<file path="config.mk">
export PLATFORM = sky130hd
export DESIGN_NAME = ir_proximity_to_distance_unit
export DESIGN_NICKNAME = d
export VERILOG_FILES = /design/src/rtl/irpd_pkg.sv /design/src/rtl/ir_proximity_to_distance_unit.sv
export SDC_FILE = /design/constraint.sdc
export NUM_CORES = 2
export LEC_CHECK = 0
export ABC_AREA = 0
export BUFFER_PORTS_ARGS = -buffer_cell sky130_fd_sc_hd__buf_2
export CAP_MARGIN = 10
export CORE_AREA = 8 8 294 210
export CTS_BUF_LIST = sky130_fd_sc_hd__clkbuf_8 sky130_fd_sc_hd__clkbuf_16
export DETAILED_ROUTE_END_ITERATION = 7
export DIE_AREA = 0 0 302 218
export PLACE_DENSITY = 0.7
export SLEW_MARGIN = 5
export SYNTH_ARGS = -nofsm -noshare
export SYNTH_HDL_FRONTEND = slang
export SYNTH_SLANG_ARGS = --single-unit
</file>
<file path="constraint.sdc">
create_clock -name clk -period 17.8 [get_ports clk]
set_input_delay 0.89 -clock clk [delete_from_list [all_inputs] [get_ports clk]]
set_output_delay 0.89 -clock clk [all_outputs]
set_load 0.01 [all_outputs]
</file>
<file path="src/rtl/irpd_pkg.sv">
// Calibration table and segment constants for the IR proximity linearizer.
// Self-contained; used by ir_proximity_to_distance_unit.
`timescale 1ns / 1ps

package irpd_pkg;

	localparam int NUM_SEG     = 8;
	localparam int RECIP_SHIFT = 37;

	typedef logic [2:0]  seg_idx_t;
	typedef logic [11:0] count_t;
	typedef logic [16:0] dist_t;

	localparam count_t TOUCH_LIMIT = 12'd4094;
	localparam count_t FAR_LIMIT   = 12'd34;

	// upper breakpoint (xa) of each segment
	localparam count_t SEG_XA [NUM_SEG] = '{
		12'd4095, 12'd3474, 12'd2211, 12'd676, 12'd306, 12'd164, 12'd90, 12'd56
	};
	// lower breakpoint (xb) of each segment
	localparam count_t SEG_XB [NUM_SEG] = '{
		12'd3474, 12'd2211, 12'd676, 12'd306, 12'd164, 12'd90, 12'd56, 12'd34
	};
	// distance at xa
	localparam dist_t SEG_YA [NUM_SEG] = '{
		17'd0, 17'd5000, 17'd10000, 17'd20000, 17'd30000, 17'd40000, 17'd50000, 17'd60000
	};
	// distance step across the segment
	localparam logic [13:0] SEG_DY [NUM_SEG] = '{
		14'd5000, 14'd5000, 14'd10000, 14'd10000, 14'd10000, 14'd10000, 14'd10000, 14'd10000
	};
	// xa - xb
	localparam logic [10:0] SEG_DEN [NUM_SEG] = '{
		11'd621, 11'd1263, 11'd1535, 11'd370, 11'd142, 11'd74, 11'd34, 11'd22
	};
	// ceil(2^37 / (2*den)); exact quotient for dividends below 2^25
	localparam logic [31:0] SEG_RECIP [NUM_SEG] = '{
		32'(((64'd1 << RECIP_SHIFT) + 64'd1241) / 64'd1242),
		32'(((64'd1 << RECIP_SHIFT) + 64'd2525) / 64'd2526),
		32'(((64'd1 << RECIP_SHIFT) + 64'd3069) / 64'd3070),
		32'(((64'd1 << RECIP_SHIFT) + 64'd739) / 64'd740),
		32'(((64'd1 << RECIP_SHIFT) + 64'd283) / 64'd284),
		32'(((64'd1 << RECIP_SHIFT) + 64'd147) / 64'd148),
		32'(((64'd1 << RECIP_SHIFT) + 64'd67) / 64'd68),
		32'(((64'd1 << RECIP_SHIFT) + 64'd43) / 64'd44)
	};

endpackage

</file>
<file path="src/rtl/ir_proximity_to_distance_unit.sv">
// IR proximity linearizer: 12-bit count in, distance in micrometres out.
// Depends on irpd_pkg for the calibration table and reciprocals.
`timescale 1ns / 1ps

// One item is taken on every clock where start is high; busy never rises,
// so the unit sustains one item per cycle. Each result appears on
// distance_um / out_of_range for exactly one cycle, flagged by done, in
// the order the items came in. The receiver cannot stall the pipeline,
// so it must sample on every done. Readings above 4094 give distance 0;
// readings below 34 give distance 0 with out_of_range set. In between,
// the distance is linearly interpolated within the calibration segment
// holding the reading and rounded to the nearest micrometre (halves up).
// Each item passes through five register stages: segment select, delta
// multiply, rounding add, reciprocal multiply, final offset add.
module ir_proximity_to_distance_unit (
	input  logic        clk,
	input  logic        arst_n,
	input  logic        start,
	output logic        busy,
	input  logic [11:0] proximity,
	output logic        done,
	output logic [16:0] distance_um,
	output logic        out_of_range
);

	// ---- stage 1: segment select -------------------------------------
	irpd_pkg::seg_idx_t seg_c;
	logic               vld_s1, vld_s2, vld_s3, vld_s4, vld_s5;
	irpd_pkg::count_t   p_s1;
	irpd_pkg::seg_idx_t seg_s1, seg_s2, seg_s3, seg_s4;
	logic               zero_s1, zero_s2, zero_s3, zero_s4;
	logic               oor_s1, oor_s2, oor_s3, oor_s4, oor_s5;
	logic [23:0]        num_s2;
	logic [24:0]        t_s3;
	logic [13:0]        q_s4;
	irpd_pkg::dist_t    dist_s5;

	logic [11:0]        diff_c;
	logic [25:0]        num_c;
	logic [56:0]        prod_c;

	assign busy = 1'b0;

	// first segment whose lower breakpoint is at or below the reading;
	// scanning down leaves the lowest matching index
	always_comb begin
		seg_c = irpd_pkg::seg_idx_t'(irpd_pkg::NUM_SEG - 1);
		for (int i = irpd_pkg::NUM_SEG - 1; i >= 0; i--) begin
			if (proximity >= irpd_pkg::SEG_XB[i]) begin
				seg_c = irpd_pkg::seg_idx_t'(i);
			end
		end
	end

	// ---- stage 2: (xa - p) * dy --------------------------------------
	assign diff_c = irpd_pkg::SEG_XA[seg_s1] - p_s1;
	assign num_c  = diff_c * irpd_pkg::SEG_DY[seg_s1];

	// ---- stage 4: quotient by reciprocal ------------------------------
	// t = 2*num + den, quotient = floor(t / (2*den)) <= dy
	assign prod_c = t_s3 * irpd_pkg::SEG_RECIP[seg_s3];

	// valid bits
	always_ff @(posedge clk or negedge arst_n) begin
		if (!arst_n) begin
			vld_s1 <= 1'b0;
			vld_s2 <= 1'b0;
			vld_s3 <= 1'b0;
			vld_s4 <= 1'b0;
			vld_s5 <= 1'b0;
		end else begin
			vld_s1 <= start && !busy;
			vld_s2 <= vld_s1;
			vld_s3 <= vld_s2;
			vld_s4 <= vld_s3;
			vld_s5 <= vld_s4;
		end
	end

	// payload
	always_ff @(posedge clk) begin
		// s1
		p_s1    <= proximity;
		seg_s1  <= seg_c;
		oor_s1  <= proximity < irpd_pkg::FAR_LIMIT;
		zero_s1 <= (proximity < irpd_pkg::FAR_LIMIT) ||
			(proximity > irpd_pkg::TOUCH_LIMIT);
		// s2
		num_s2  <= num_c[23:0];
		seg_s2  <= seg_s1;
		oor_s2  <= oor_s1;
		zero_s2 <= zero_s1;
		// s3: rounding bias
		t_s3    <= {num_s2, 1'b0} + 25'(irpd_pkg::SEG_DEN[seg_s2]);
		seg_s3  <= seg_s2;
		oor_s3  <= oor_s2;
		zero_s3 <= zero_s2;
		// s4
		q_s4    <= prod_c[irpd_pkg::RECIP_SHIFT +: 14];
		seg_s4  <= seg_s3;
		oor_s4  <= oor_s3;
		zero_s4 <= zero_s3;
		// s5: offset, or zero for the touching and too-far cases
		dist_s5 <= zero_s4 ? '0 : irpd_pkg::SEG_YA[seg_s4] + 17'(q_s4);
		oor_s5  <= oor_s4;
	end

	assign done         = vld_s5;
	assign distance_um  = dist_s5;
	assign out_of_range = oor_s5;

endmodule
</file>
==> impl_metrics.py <==
metrics = {
    "synth": {
        "synthTopCellsByArea": "fa_1 (47%), ha_1 (11%), inv_1 (11%), dfxtp_1 (7.1%), and2_1 (6.5%)",
        "ys_ff_latch": 115,
        "yosys.area.top_type": "fa_1",
        "synth_nets": 4433,
        "synth_top_area_share": 0.4694,
        "syn_inst": 3413,
        "synth_common_cells": "inv_1 (896), fa_1 (729), nand2_1 (419)",
        "yosysMostFrequentCell": "inv_1",
        "synth-edff-count": 0,
        "synth.distinct_cells": 61,
        "netlist_area_mm2": 0.03109,
        "ys.flop_type": "dfxtp_1",
        "yosys_warnings": 0,
        "ys_async_sr_fraction": 0.04348,
        "seq_area_frac_synth": 0.07485,
        "syn_area_per_cell_um2": 9.110,
    },
    "sta": {
        "slew_viol_final": 0,
        "rsz0062_at_grt": "no",
        "fin_crit_sh": 0.4924,
        "post-route-min-period_ns": 8.766,
        "hold_violations": 0,
        "timing.fmax_mhz": 114.1,
        "timing.slew.headroom": 0.2576,
        "tightest_slew_ns": 1.112,
        "clock_skew_ns": 0.01511,
        "tns_ns": 0,
        "setup_viol": 0,
    },
    "clock_tree": {
        "holdBufCountCts": 0,
        "cts_tree": "built",
        "clockRootBuffer": "clkbuf_16",
        "post_cts_resized": 0,
        "clock-sinks": 115,
        "clk_pin_slew_ns": 0.07,
        "clk_path_buf_depth": 2,
        "cts_inserted_buffers": 17,
        "post-cts-setup-buffer-count": 0,
        "htreeDepth": 4,
        "clk_latency_ns": 0.43,
    },
    "outcome": {
        "status": "finished, final reports clean",
    },
    "floorplan": {
        "io_pins": 35,
        "core_area_mm2": 0.05750,
        "dieArea_mm2": 0.06584,
        "die-height_um": 218,
        "die_w_um": 302,
        "num_rows": 74,
        "initial_utilization": 0.5408,
    },
    "global_route": {
        "grt_pass1_wl_um": 129500,
        "track_usage": 0.2527,
        "grt-ovfl-total": 0,
        "grt_pass1_vias": 23180,
        "antenna_found_initial": 0,
        "grt_start_max_net_pins": 63,
    },
    "layout": {
        "nets": 4389,
        "fin_util": 0.5688,
        "area_growth_pct": 5.179,
        "drive_above_1_share": 0.04672,
        "nFillCells": 5094,
    },
    "route": {
        "drt-initial-drc-count": 1561,
        "drt-total-wl_um": 78560,
        "vias_per_cell": 5.248,
        "dr.pass1.iters": 5,
        "ant_nets": 0,
        "wl_per_cell_um": 18.96,
        "drcViolationCount": 0,
        "via_count": 21740,
    },
    "worst_setup_path": {
        "crit_fanout": 14,
        "worstPathArrival_ns": 9.09,
        "endpoint_kind": "flip-flop",
        "worstSetupStartpointType": "flip-flop",
        "cp.required_ns": 18.12,
        "worstSetupPathType": "flip-flop to flip-flop",
    },
    "placement": {
        "gp_congestion": 0.9288,
        "dpl.hpwl_um": 62880,
        "io_buffer_count": 33,
    },
    "worst_hold_path": {
        "hold_path_class": "input pin to asynchronous set/reset pin",
    },
    "job": {
        "cap_violations": 0,
    },
}
-- through the flow --
stage / setup WS (ns) / hold WS, ns / std cells / cell area (um^2)
finish: 9.034 / 0.2567 / 4143 / 32700
floorplan: 10.28 / 0.3096 / 3413 / 31090
detailed placement: 9.109 / 0.3138 / 4110 / 32090
CTS: 9.065 / 0.2361 / 4142 / 32700
global route: 8.601 / 0.2451 / 4142 / 32700
global placement: 9.269 / 0.3096 / 4110 / 32090
-- registers in the layout, indices dropped and copies added (netlist names), 12 cells and up --
signal and count:
t_s3 25, num_s2 21, distance_um 17, q_s4 14, p_s1 12
-- per-layer routing --
metal	vias to the layer above	share of wire	track usage
met5	-	0	0
met1	10870	0.45	0.3765
met3	102	0.14	0.1006
met2	1006	0.40	0.3491
li1	9765	-	-
met4	0	0.016	0.04084
-- worst max-delay path, stage by stage (launching register included) --
cell      delay [ns]
dfxtp_1         0.60
inv_1           0.24
ha_1            0.40
nor2b_1         0.26
nand2b_1        0.49
buf_4           0.32
and2_1          0.18
fa_1            0.44
fa_1            0.55
inv_1           0.05
fa_1            0.49
fa_1            0.52
inv_1           0.06
fa_1            0.50
fa_1            0.50
inv_1           0.05
fa_1            0.47
inv_1           0.04
ha_1            0.28
o211ai_1        0.14
or4_1           0.55
nand2b_1        0.12
a211oi_2        0.13
nor4_2          0.50
o211ai_1        0.20
a21oi_1         0.29
o21ai_1         0.13
xnor2_1         0.13
-- layout by cell type (no fill, tap or decap), drive strengths merged, types with 58 or more instances in the layout --
cell type,count
inv,908
fa,729
nand2,419
and2,323
ha,276
dfxtp,110
buf,89
nor2,84
xnor2,61
a21oi,58
-- final cells by class --
type	instances	area [um^2]	area share
diodes	1	2.502	0.00007652
clock buffers	17	425.4	0.01301
clock inverters	15	183.9	0.005624
inverters	899	3374	0.1032
multi-input cells	2247	24850	0.7599
flip-flops and latches	115	2328	0.07120
well taps	760	950.9	0.02908
repair buffers	89	585.6	0.01790
-- cells by family (layout without fill, tap and decap cells) --
family | after synthesis | in the layout | synth area share
buffers and inverters | 1051 | 1020 | 0.1271
AO/OA/AOI/OAI | 168 | 168 | 0.03501
other | 1 | 2 | 0.0001206
AND/OR/NAND/NOR | 981 | 981 | 0.1561
adder cells (fa/ha/maj) | 1005 | 1005 | 0.5804
flip-flops | 115 | 115 | 0.07485
XOR/XNOR | 83 | 83 | 0.02338
multiplexers | 9 | 9 | 0.003018
-- path summary, 6_finish.rpt --
kind                       cells past startpoint              start  slack (ns)                to
max in group asynchronous                      1             arst_n       17.40  vld_s3$_DFF_PN0_
hold reg to reg                                0     oor_s2$_DFF_P_        0.32    oor_s3$_DFF_P_
hold / removal                                 1             arst_n        0.26  vld_s1$_DFF_PN0_
setup reg to reg                              27  seg_s3[1]$_DFF_P_        9.03  q_s4[12]$_DFF_P_
setup / recovery                              27  seg_s3[1]$_DFF_P_        9.03  q_s4[12]$_DFF_P_
min in group clk                               0     oor_s2$_DFF_P_        0.32    oor_s3$_DFF_P_
Power is left out: the tool's default activity adds up to more than one toggle a clock period on the data nets, which glitch-free logic cannot reach.
